### src/rtl/qpud_pkg.sv
// Package for the query parameter URL decoder.
// Holds the phase and status codes, character constants and the hex helper.
// No dependencies.
package qpud_pkg;

  localparam int KEY_MAX_CHARS_DEF = 8;
  localparam int CFG_DATA_W = 64;
  localparam logic [CFG_DATA_W-1:0] KEY_TEXT_RESET = 64'h6C6F_6361_7469_6F6E;  // "location"
  localparam logic [3:0] KEY_LENGTH_RESET = 4'd8;

  // Configuration register indexes.
  localparam logic REG_KEY_TEXT   = 1'b0;
  localparam logic REG_KEY_LENGTH = 1'b1;

  localparam logic [7:0] CH_PERCENT = 8'h25;
  localparam logic [7:0] CH_PLUS    = 8'h2B;
  localparam logic [7:0] CH_AMP     = 8'h26;
  localparam logic [7:0] CH_EQUAL   = 8'h3D;
  localparam logic [7:0] CH_SPACE   = 8'h20;

  localparam logic [3:0] NAME_POS_MAX = 4'd15;

  typedef enum logic [1:0] {
    PH_NAME    = 2'd0,
    PH_VALUE   = 2'd1,
    PH_SKIP    = 2'd2,
    PH_SETTLED = 2'd3
  } phase_t;

  typedef enum logic [1:0] {
    ST_OK         = 2'd0,
    ST_NOT_FOUND  = 2'd1,
    ST_BAD_ESCAPE = 2'd2,
    ST_EMPTY      = 2'd3
  } status_t;

  typedef enum logic [1:0] {
    ESC_NONE = 2'd0,
    ESC_HIGH = 2'd1,
    ESC_LOW  = 2'd2
  } esc_t;

  typedef struct packed {
    logic       is_hex;
    logic [3:0] nibble;
  } hex_t;

  function automatic hex_t hex_digit(input logic [7:0] c);
    hex_t h;
    h.is_hex = 1'b1;
    h.nibble = 4'd0;
    if (c >= 8'h30 && c <= 8'h39) begin
      h.nibble = 4'(c - 8'h30);
    end else if (c >= 8'h61 && c <= 8'h66) begin
      h.nibble = 4'(c - 8'h57);
    end else if (c >= 8'h41 && c <= 8'h46) begin
      h.nibble = 4'(c - 8'h37);
    end else begin
      h.is_hex = 1'b0;
    end
    return h;
  endfunction

endpackage

### src/rtl/qpud_stream_if.sv
// Stream interfaces for the query parameter URL decoder.
// One interface for raw query bytes, one for decoded results; no dependencies.
interface qpud_in_if;
  logic       valid;
  logic       ready;
  logic [7:0] in_byte;
  logic       last;

  modport source (output valid, in_byte, last, input ready);
  modport sink   (input valid, in_byte, last, output ready);
endinterface

interface qpud_out_if;
  logic       valid;
  logic       ready;
  logic [7:0] out_byte;
  logic       out_valid;
  logic       done_res;
  logic [1:0] status;

  modport source (output valid, out_byte, out_valid, done_res, status, input ready);
  modport sink   (input valid, out_byte, out_valid, done_res, status, output ready);
endinterface

### src/rtl/query_parameter_url_decoder.sv
// Top level of the query parameter URL decoder.
// Depends on qpud_pkg and the stream interfaces in qpud_stream_if.sv.
//
//   channel  direction  handshake      payload
//   in_ch    sink       valid/ready    in_byte[7:0], last
//   out_ch   source     valid/ready    out_byte[7:0], out_valid, done_res, status[1:0]
//   cfg      write      cfg_wr_en      cfg_index, cfg_data[63:0]
//
// The parse state and the result register are updated at the edge that accepts a
// byte, and the result appears the cycle after.
// One byte per clock is sustained; the single result register is the only buffer,
// so a stalled output holds off the input only while that register is full.
// Reset (rst_n low, synchronous) clears parse state and result valid; restores key.
module query_parameter_url_decoder #(
  parameter int KEY_MAX_CHARS = qpud_pkg::KEY_MAX_CHARS_DEF
) (
  input  logic                            clk,
  input  logic                            rst_n,
  qpud_in_if.sink                         in_ch,
  qpud_out_if.source                      out_ch,
  input  logic                            cfg_wr_en,
  input  logic                            cfg_index,
  input  logic [qpud_pkg::CFG_DATA_W-1:0] cfg_data
);
  import qpud_pkg::*;

  localparam logic [3:0] KEY_MAX_W = 4'(KEY_MAX_CHARS);

  // Configuration.
  logic [7:0] key_chars_r [KEY_MAX_CHARS];
  logic [3:0] key_length_r;

  // Parse state.
  phase_t     phase_r, phase_nxt;
  logic [3:0] name_pos_r, name_pos_nxt;
  logic       name_mismatch_r, name_mismatch_nxt;
  esc_t       esc_r, esc_nxt;
  logic [3:0] high_nibble_r, high_nibble_nxt;
  logic       value_seen_r, value_seen_nxt;
  status_t    final_status_r, final_status_nxt;

  // Result register.
  logic       res_vld_r;
  logic [7:0] res_byte_r, res_byte_nxt;
  logic       res_ov_r, res_ov_nxt;
  logic       res_done_r, res_done_nxt;
  status_t    res_status_r, res_status_nxt;

  logic       accept;
  logic [3:0] klen;
  logic [7:0] key_ch;
  logic [7:0] b;
  hex_t       hex;

  assign in_ch.ready = !res_vld_r || out_ch.ready;
  assign accept      = in_ch.valid && in_ch.ready;

  assign out_ch.valid     = res_vld_r;
  assign out_ch.out_byte  = res_byte_r;
  assign out_ch.out_valid = res_ov_r;
  assign out_ch.done_res  = res_done_r;
  assign out_ch.status    = res_status_r;

  assign klen = (key_length_r > KEY_MAX_W) ? KEY_MAX_W : key_length_r;
  assign b    = in_ch.in_byte;
  assign hex  = hex_digit(b);

  always_comb begin
    key_ch = 8'd0;
    for (int i = 0; i < KEY_MAX_CHARS; i++) begin
      if (name_pos_r == 4'(i)) begin
        key_ch = key_chars_r[i];
      end
    end
  end

  always_comb begin
    phase_nxt         = phase_r;
    name_pos_nxt      = name_pos_r;
    name_mismatch_nxt = name_mismatch_r;
    esc_nxt           = esc_r;
    high_nibble_nxt   = high_nibble_r;
    value_seen_nxt    = value_seen_r;
    final_status_nxt  = final_status_r;
    res_byte_nxt      = 8'd0;
    res_ov_nxt        = 1'b0;
    res_done_nxt      = 1'b0;
    res_status_nxt    = ST_OK;

    case (phase_r)
      PH_NAME: begin
        if (b == CH_AMP) begin
          name_pos_nxt      = 4'd0;
          name_mismatch_nxt = 1'b0;
        end else if (b == CH_EQUAL) begin
          if (!name_mismatch_r && name_pos_r == klen) begin
            phase_nxt      = PH_VALUE;
            esc_nxt        = ESC_NONE;
            value_seen_nxt = 1'b0;
          end else begin
            phase_nxt = PH_SKIP;
          end
        end else begin
          if (name_pos_r >= klen || b != key_ch) begin
            name_mismatch_nxt = 1'b1;
          end
          if (name_pos_r != NAME_POS_MAX) begin
            name_pos_nxt = name_pos_r + 4'd1;
          end
        end
      end
      PH_SKIP: begin
        if (b == CH_AMP) begin
          phase_nxt         = PH_NAME;
          name_pos_nxt      = 4'd0;
          name_mismatch_nxt = 1'b0;
        end
      end
      PH_VALUE: begin
        if (esc_r == ESC_NONE) begin
          if (b == CH_AMP) begin
            // No escape is pending here, so only an empty value can fail.
            final_status_nxt = value_seen_r ? ST_OK : ST_EMPTY;
            phase_nxt        = PH_SETTLED;
          end else if (b == CH_PLUS) begin
            res_byte_nxt = CH_SPACE;
            res_ov_nxt   = 1'b1;
          end else if (b == CH_PERCENT) begin
            esc_nxt = ESC_HIGH;
          end else begin
            res_byte_nxt = b;
            res_ov_nxt   = 1'b1;
          end
        end else if (!hex.is_hex) begin
          final_status_nxt = ST_BAD_ESCAPE;
          esc_nxt          = ESC_NONE;
          phase_nxt        = PH_SETTLED;
        end else if (esc_r == ESC_HIGH) begin
          high_nibble_nxt = hex.nibble;
          esc_nxt         = ESC_LOW;
        end else begin
          res_byte_nxt = {high_nibble_r, hex.nibble};
          res_ov_nxt   = 1'b1;
          esc_nxt      = ESC_NONE;
        end
        if (res_ov_nxt) begin
          value_seen_nxt = 1'b1;
        end
      end
      default: begin
      end
    endcase

    if (in_ch.last) begin
      // A value still open at the end of the string is closed here.
      if (phase_nxt == PH_VALUE) begin
        if (esc_nxt != ESC_NONE) begin
          final_status_nxt = ST_BAD_ESCAPE;
        end else if (!value_seen_nxt) begin
          final_status_nxt = ST_EMPTY;
        end else begin
          final_status_nxt = ST_OK;
        end
      end
      res_done_nxt      = 1'b1;
      res_status_nxt    = final_status_nxt;
      phase_nxt         = PH_NAME;
      name_pos_nxt      = 4'd0;
      name_mismatch_nxt = 1'b0;
      esc_nxt           = ESC_NONE;
      high_nibble_nxt   = 4'd0;
      value_seen_nxt    = 1'b0;
      final_status_nxt  = ST_NOT_FOUND;
    end
  end

  always_ff @(posedge clk) begin
    if (!rst_n) begin
      for (int i = 0; i < KEY_MAX_CHARS; i++) begin
        key_chars_r[i] <= KEY_TEXT_RESET[CFG_DATA_W-1-8*i -: 8];
      end
      key_length_r <= KEY_LENGTH_RESET;
    end else if (cfg_wr_en) begin
      case (cfg_index)
        REG_KEY_TEXT: begin
          for (int i = 0; i < KEY_MAX_CHARS; i++) begin
            key_chars_r[i] <= cfg_data[CFG_DATA_W-1-8*i -: 8];
          end
        end
        REG_KEY_LENGTH: begin
          key_length_r <= cfg_data[3:0];
        end
        default: begin
        end
      endcase
    end
  end

  always_ff @(posedge clk) begin
    if (!rst_n) begin
      phase_r         <= PH_NAME;
      name_pos_r      <= 4'd0;
      name_mismatch_r <= 1'b0;
      esc_r           <= ESC_NONE;
      high_nibble_r   <= 4'd0;
      value_seen_r    <= 1'b0;
      final_status_r  <= ST_NOT_FOUND;
    end else if (accept) begin
      phase_r         <= phase_nxt;
      name_pos_r      <= name_pos_nxt;
      name_mismatch_r <= name_mismatch_nxt;
      esc_r           <= esc_nxt;
      high_nibble_r   <= high_nibble_nxt;
      value_seen_r    <= value_seen_nxt;
      final_status_r  <= final_status_nxt;
    end
  end

  always_ff @(posedge clk) begin
    if (!rst_n) begin
      res_vld_r <= 1'b0;
    end else if (accept) begin
      res_vld_r <= 1'b1;
    end else if (out_ch.ready) begin
      res_vld_r <= 1'b0;
    end
  end

  always_ff @(posedge clk) begin
    if (accept) begin
      res_byte_r   <= res_byte_nxt;
      res_ov_r     <= res_ov_nxt;
      res_done_r   <= res_done_nxt;
      res_status_r <= res_status_nxt;
    end
  end

endmodule
### src/flat_wrapper.sv
// flat-port wrapper written by rule: the top's interface ports become plain ports
module query_parameter_url_decoder_flat import qpud_pkg::*;
#(
  parameter int KEY_MAX_CHARS = qpud_pkg::KEY_MAX_CHARS_DEF
)
  (clk, rst_n, cfg_wr_en, cfg_index, cfg_data, in_ch_valid, in_ch_in_byte, in_ch_last, in_ch_ready, out_ch_valid, out_ch_out_byte, out_ch_out_valid, out_ch_done_res, out_ch_status, out_ch_ready);
  qpud_in_if in_ch_i ();
  qpud_out_if out_ch_i ();
  input  logic clk;
  input  logic rst_n;
  input  logic cfg_wr_en;
  input  logic cfg_index;
  input  logic [qpud_pkg::CFG_DATA_W-1:0] cfg_data;
  input wire logic [$bits(in_ch_i.valid)-1:0] in_ch_valid;
  input wire logic [$bits(in_ch_i.in_byte)-1:0] in_ch_in_byte;
  input wire logic [$bits(in_ch_i.last)-1:0] in_ch_last;
  output wire logic [$bits(in_ch_i.ready)-1:0] in_ch_ready;
  output wire logic [$bits(out_ch_i.valid)-1:0] out_ch_valid;
  output wire logic [$bits(out_ch_i.out_byte)-1:0] out_ch_out_byte;
  output wire logic [$bits(out_ch_i.out_valid)-1:0] out_ch_out_valid;
  output wire logic [$bits(out_ch_i.done_res)-1:0] out_ch_done_res;
  output wire logic [$bits(out_ch_i.status)-1:0] out_ch_status;
  input wire logic [$bits(out_ch_i.ready)-1:0] out_ch_ready;
  assign in_ch_i.valid = in_ch_valid;
  assign in_ch_i.in_byte = in_ch_in_byte;
  assign in_ch_i.last = in_ch_last;
  assign in_ch_ready = in_ch_i.ready;
  assign out_ch_valid = out_ch_i.valid;
  assign out_ch_out_byte = out_ch_i.out_byte;
  assign out_ch_out_valid = out_ch_i.out_valid;
  assign out_ch_done_res = out_ch_i.done_res;
  assign out_ch_status = out_ch_i.status;
  assign out_ch_i.ready = out_ch_ready;
  query_parameter_url_decoder #(.KEY_MAX_CHARS(KEY_MAX_CHARS)) u_core (.clk(clk), .rst_n(rst_n), .in_ch(in_ch_i), .out_ch(out_ch_i), .cfg_wr_en(cfg_wr_en), .cfg_index(cfg_index), .cfg_data(cfg_data));
endmodule
### config.mk
export PLATFORM = sky130hd
export DESIGN_NAME = query_parameter_url_decoder_flat
export DESIGN_NICKNAME = d
export VERILOG_FILES = /design/src/rtl/qpud_pkg.sv /design/src/rtl/qpud_stream_if.sv /design/src/rtl/query_parameter_url_decoder.sv /design/src/flat_wrapper.sv
export SDC_FILE = /design/constraint.sdc
export NUM_CORES = 1
export LEC_CHECK = 0
export BUFFER_PORTS_ARGS = -buffer_cell sky130_fd_sc_hd__buf_2
export CORE_ASPECT_RATIO = 0.75
export CORE_MARGIN = 3
export CORE_UTILIZATION = 45
export CTS_CLUSTER_DIAMETER = 80
export DETAILED_ROUTE_END_ITERATION = 16
export PLACE_DENSITY = 0.74
export SLEW_MARGIN = 0
export SYNTH_ARGS = -nofsm -noshare
export SYNTH_HDL_FRONTEND = slang
export SYNTH_SLANG_ARGS = --single-unit
### constraint.sdc
create_clock -name clk -period 6.85 [get_ports clk]
set_input_delay 1.37 -clock clk [delete_from_list [all_inputs] [get_ports clk]]
set_output_delay 1.37 -clock clk [all_outputs]
set_load 0.005 [all_outputs]
# == Word level (Yosys, flattened, before mapping) ==
# Memory sizes are Yosys's and may differ from the RTL's.
# Index checks and enable logic that the tools add are counted.
# word_totals
input_bits,79
ff_bits,33
latch_bits,0
mem_bits_ro,0
ramBits,64
mem_count,1
# mem_list
memory,words,width,rd,rd_ports_with_merged_regs,write_ports,line_no,source
u_core.key_chars_r,8,8,8,0,8,query_parameter_url_decoder.sv:30,logic [7:0] key_chars_r [KEY_MAX_CHARS];
# classes
n_div,0
n_mul,0
reduce_logical,22
add_sub_neg,4
bitwise,8
magnitude_cmp,8
n_shift,0
n_eq_ne,23
n_mux,96
# op_table
op,count
8-bit two-way mux,22
4-bit two-way mux,14
2-bit two-way mux,27
8-bit by 6-bit == test with 1-bit output (second input constant),4
1-bit two-way mux,28
4-bit by 3-bit == test with 1-bit output (second input constant),4
8-bit by 7-bit greater-or-equal comparator with 1-bit output (second input constant),2
8-bit by 7-bit <= comparator with 1-bit output (second input constant),2
5-bit AND reduction,3
2-bit nonzero test,5
4-bit by 2-bit == test with 1-bit output (second input constant),2
8-bit by 6-bit greater-or-equal comparator with 1-bit output (second input constant),1
8-bit by 6-bit <= comparator with 1-bit output (second input constant),1
4-bit by 2-bit != test with 1-bit output (second input constant),2
8-bit != test,1
1-bit bitwise OR,8
4-bit one-hot mux with 2 select lines,1
4-bit by 3-bit subtractor with 4-bit output (second input constant),2
2-bit by 1-bit == test with 1-bit output (second input constant),3
2-bit one-hot mux with 3 select lines,1
1-bit logical AND,5
4-bit by 1-bit adder with 4-bit output (second input constant),1
4-bit by 1-bit == test with 1-bit output (second input constant),1
4-bit == test,1
other kinds (16),20

# == Longest topological paths before layout ==
# logic_depth
depth_word,16
depth_mapped,10
ltp_nobuf,9

# == Worst setup path after synthesis ==
# Ideal clock, no wire load.
# synth_path
path_kind,input to register
from,input cfg_wr_en
to,"memory u_core.key_chars_r[0][0], enable pin"
t_required_ns,6.275
arrival_ns,5.916
path_slack_ns,0.359
path_stages,2
cell_sequence,inv_1 > o21ai_0
# synth_lines
element,line_no,source
from (decl),flat_wrapper.sv:11,input logic cfg_wr_en;
to (decl),query_parameter_url_decoder.sv:30,

# == Final worst setup path ==
# layout_path
from,input out_ch_ready
to,register u_core.name_mismatch_r
# layout_between
elab_chain_cells,3
# layout_rtl
element,line_no,source
from (decl),flat_wrapper.sv:23,input wire logic [$bits(out_ch_i.ready)-1:0] out_ch_ready;
1-bit logical OR,query_parameter_url_decoder.sv:55,assign in_ch.ready = !res_vld_r || out_ch.ready;
1-bit logical AND,query_parameter_url_decoder.sv:56,assign accept = in_ch.valid && in_ch.ready;
named net u_core.accept,query_parameter_url_decoder.sv:49,logic accept;
5-bit AND reduction (no source line),-,
to (signal assigned),query_parameter_url_decoder.sv:211,name_mismatch_r <= name_mismatch_nxt;
to (decl),query_parameter_url_decoder.sv:36,"logic name_mismatch_r, name_mismatch_nxt;"
# The timed path passes the listed nets, and every way through them passes these cells.
# A chain may end at the register's enable or synchronous reset.

==> run_results.csv <==
group,metric,value,unit
cts,cts_root_buf,"clkbuf_16",
route,vias,4481,
worst_setup_path,worstPathArrival,3.67,ns
worst_setup_path,cp-end-kind,"flop",
worst_setup_path,slowest_stage,"clkinv_1",
synthesis,yosys_warnings,0,
synthesis,synthMuxAreaShare,0.009397,
synthesis,synth_flop_cell,"edfxtp_1",
cts,ctsResizeCount,0,
cts,cts_htree_levels,3,
sta,setup_viol,0,
floorplanning,rows,34,
route,firstDrtPassIters,5,
synthesis,synthesis.area,0.005459,sq mm
cts,cts_max_path_buffers,2,
worst_setup_path,worstSetupStartpointType,"input pin",
synthesis,synth_compound_area_frac,0.1806,
synthesis,synth_edf_count,76,
floorplanning,dieArea,0.01350,sq mm
cts,tritoncts,"built",
floorplanning,num_io_pins,93,
pwr,p_sw,371.0,uW
floorplanning,die_h,101.4,um
final_layout,antennaDiodeCount,0,
sta,finClkSkew,0.007395,ns
worst_setup_path,path_max_fanout,21,
synthesis,synth_nets,633,
route,drtIter0Drc,487,
synthesis,syn_area_per_cell,10.07,sq um
placed_design,routabilityCongestion,0.9372,
final_layout,final_nets,704,
outcome,status,"completed",
sta,final_hold_viol_count,0,
synthesis,synthTopCellsByArea,"edfxtp_1, dfxtp_1, nand2b_1",
route,drt_wl_total,13660,um
sta,slew_viol_final,0,
global_routing,grt_start_max_net_pins,65,
global_routing,grt_pass1_wl,21690,um
route,ant_nets,0,
synthesis,synth_area_leader_cell,"edfxtp_1",
cts,cts_sinks,97,
worst_setup_path,worst-path-buf-inv,2,
synthesis,synthArstFlopShare,0,
worst_setup_path,cpPeakStageDelay,0.74,ns
synthesis,ys_ff_latch,97,
placed_design,io_buffers,92,
route,drc,0,
cts,postCtsHoldBufs,0,
sta,fmax,295.4,MHz
global_routing,track_usage,0.2036,
sta,tightestPinTransition,1.083,ns
floorplanning,initial_utilization,0.4649,
sta,slew_headroom,0.2783,
floorplanning,dieWidth,133.2,um
cts,postCtsSetupRepairBufs,0,
cts,cts_buffers,9,
synthesis,synth_top_area_share,0.4181,
floorplanning,core,0.01174,sq mm
worst_setup_path,critPathKind,"in -> reg",
cts,clk_pin_slew,0.08,ns
synthesis,synth-simple-area-share,0.2246,
pwr,p_per_area,224.1,mW/mm^2
pwr,p_int,1051,uW
min_path,min-delay-path-class,"reg -> reg",
synthesis,synth_seq_area_share,0.4951,
pwr,leakagePower,0.002464,uW
sta,layout_min_cycle_time,3.385,ns
worst_setup_path,path_cells,"buf_2 > nand2b_1 > nand2_1 > clkinv_1 > a21oi_1 > o31ai_1 > o21bai_1 > a31oi_1",
pwr,pwr-share-comb,0.126,
sta,fin_crit_sh,0.4941,
pwr,p_seq_frac,0.488,
synthesis,yosys.area_share.adder,0.02750,
final_layout,syn2layout_area_growth,16.20,%
cts,clkLatencyLatePin,0.35,ns
sta,setup_tns,0,ns
synthesis,syn_inst,542,
synthesis,yosysMostFrequentCell,"edfxtp_1",
synthesis,synth_xor_area_frac,0.01444,
route,wl_per_cell,17.51,um
global_routing,antenna_found_initial,0,
route,vias_per_cell,5.745,
pwr,ir_worst_vdd,0.0001138,V
synthesis,synth_cell_types,69,
final_layout,drive_gt1_frac,0.1909,
synthesis,synth_commonest_cells,"edfxtp_1, nand2b_1, nor2_1, a21oi_1, and2_1",
global_routing,overflow,0,
sta,rsz0062_at_grt,"no",
pwr,p_clk_frac,0.386,
pwr,switching_share,0.2609,
job,drv_cap,0,
final_layout,utilization,0.5403,
synthesis,synth_top_family_by_area,"simple AND/OR/NAND/NOR gates",
worst_setup_path,worstPathRequired,7.14,ns
global_routing,grt_pass1_vias,4334,
worst_setup_path,critPathTopFamily,"compound AO/OA/AOI/OAI gates",
placed_design,dp_hpwl,9874,um
-- power groups by stage --
stage	Clock [uW]	Combinational, uW	Sequential [uW]
2_1_floorplan	0	118	704
3_3_place_gp	0	174	706
3_5_place_dp	0	178	707
4_1_cts	557	178	694
5_1_grt	578	198	698
6_report	548	179	694
-- tightest hold or removal path, delay by kind of cell, from the launching register on --
| family | cells | cell delay [ns] |
|---|---|---|
| AND/OR/NAND/NOR | 1 | 0.05 |
| flip-flops | 1 | 0.32 |
| AO/OA/AOI/OAI | 1 | 0.06 |
-- stage by stage --
| stage | cell area [sq um] | total power (uW) | setup WS (ns) | cells | hold slack [ns] |
|---|---|---|---|---|---|
| 3_5_place_dp | 6006 | 884.9 | 3.130 | 764 | 0.4566 |
| 3_3_place_gp | 6006 | 880.4 | 3.288 | 764 | 0.4513 |
| 2_1_floorplan | 5459 | 822.2 | 0.3594 | 542 | 0.4318 |
| 6_report | 6344 | 1422 | 3.465 | 780 | 0.4710 |
| 5_1_grt | 6344 | 1474 | 3.266 | 780 | 0.4870 |
| 4_1_cts | 6344 | 1429 | 3.523 | 780 | 0.4704 |
-- cells in the final DEF, fill, tap and decap left out, types with 7 or more instances in the layout --
cell type	count
a21oi_1	35
a221oi_1	8
a22oi_1	7
and2_1	31
buf_2	92
clkbuf_16	9
dfxtp_1	21
edfxtp_1	76
ha_1	12
inv_1	30
nand2_1	25
nand2b_1	47
nand3_1	11
nand3b_1	9
nand4_1	11
nor2_1	38
nor2b_1	9
o21ai_0	15
o31ai_1	7
xnor2_1	8
-- logic make-up after synthesis --
group                    after synthesis
AO/OA/AOI/OAI                        140
flip-flops                            97
XOR/XNOR                               9
multiplexers                           5
adder cells (fa/ha/maj)               12
buffers and inverters                 65
AND/OR/NAND/NOR                      214
-- worst paths after layout --
check	startpoint	to	slack [ns]	cells after the start
max	out_ch_ready	u_core.name_mismatch_r	3.47	8
min reg2reg	u_core.key_length_r[2]	u_core.key_length_r[2]	0.47	2
max reg2reg	u_core.name_pos_r[1]	u_core.name_mismatch_r	3.85	7
min	u_core.key_length_r[2]	u_core.key_length_r[2]	0.47	2
-- sequential cells by signal (all words and copies together) (netlist names) --
register                 cells
u_core.phase_r               2
u_core.key_length_r          4
u_core.out_ch.out_byte       8
u_core.high_nibble_r         4
u_core.esc_r                 2
u_core.final_status_r        2
u_core.name_pos_r            4
u_core.out_ch.out_valid      1
u_core.name_mismatch_r       1
u_core.out_ch.done_res       1
u_core.out_ch.valid          1
u_core.out_ch.status         2
u_core.value_seen_r          1
u_core.key_chars_r          64
-- layout make-up --
cell class	instances	area [sq um]
well taps	162	202.7
clock inverters	7	112.6
multi-input cells	380	2509
flip-flops and latches	97	2703
fillers	1083	5398
inverters	31	116.4
clock buffers	9	225.2
repair buffers	94	475.5
-- routing by layer --
layer	GRT usage	up-vias	part of all wire
met1	0.2888	2104	0.46
met2	0.3093	221	0.44
met4	0.07352	0	0.016
met3	0.04618	21	0.086
met5	0	-	0
li1	-	2135	-
(Power assumes the default switching activity.)
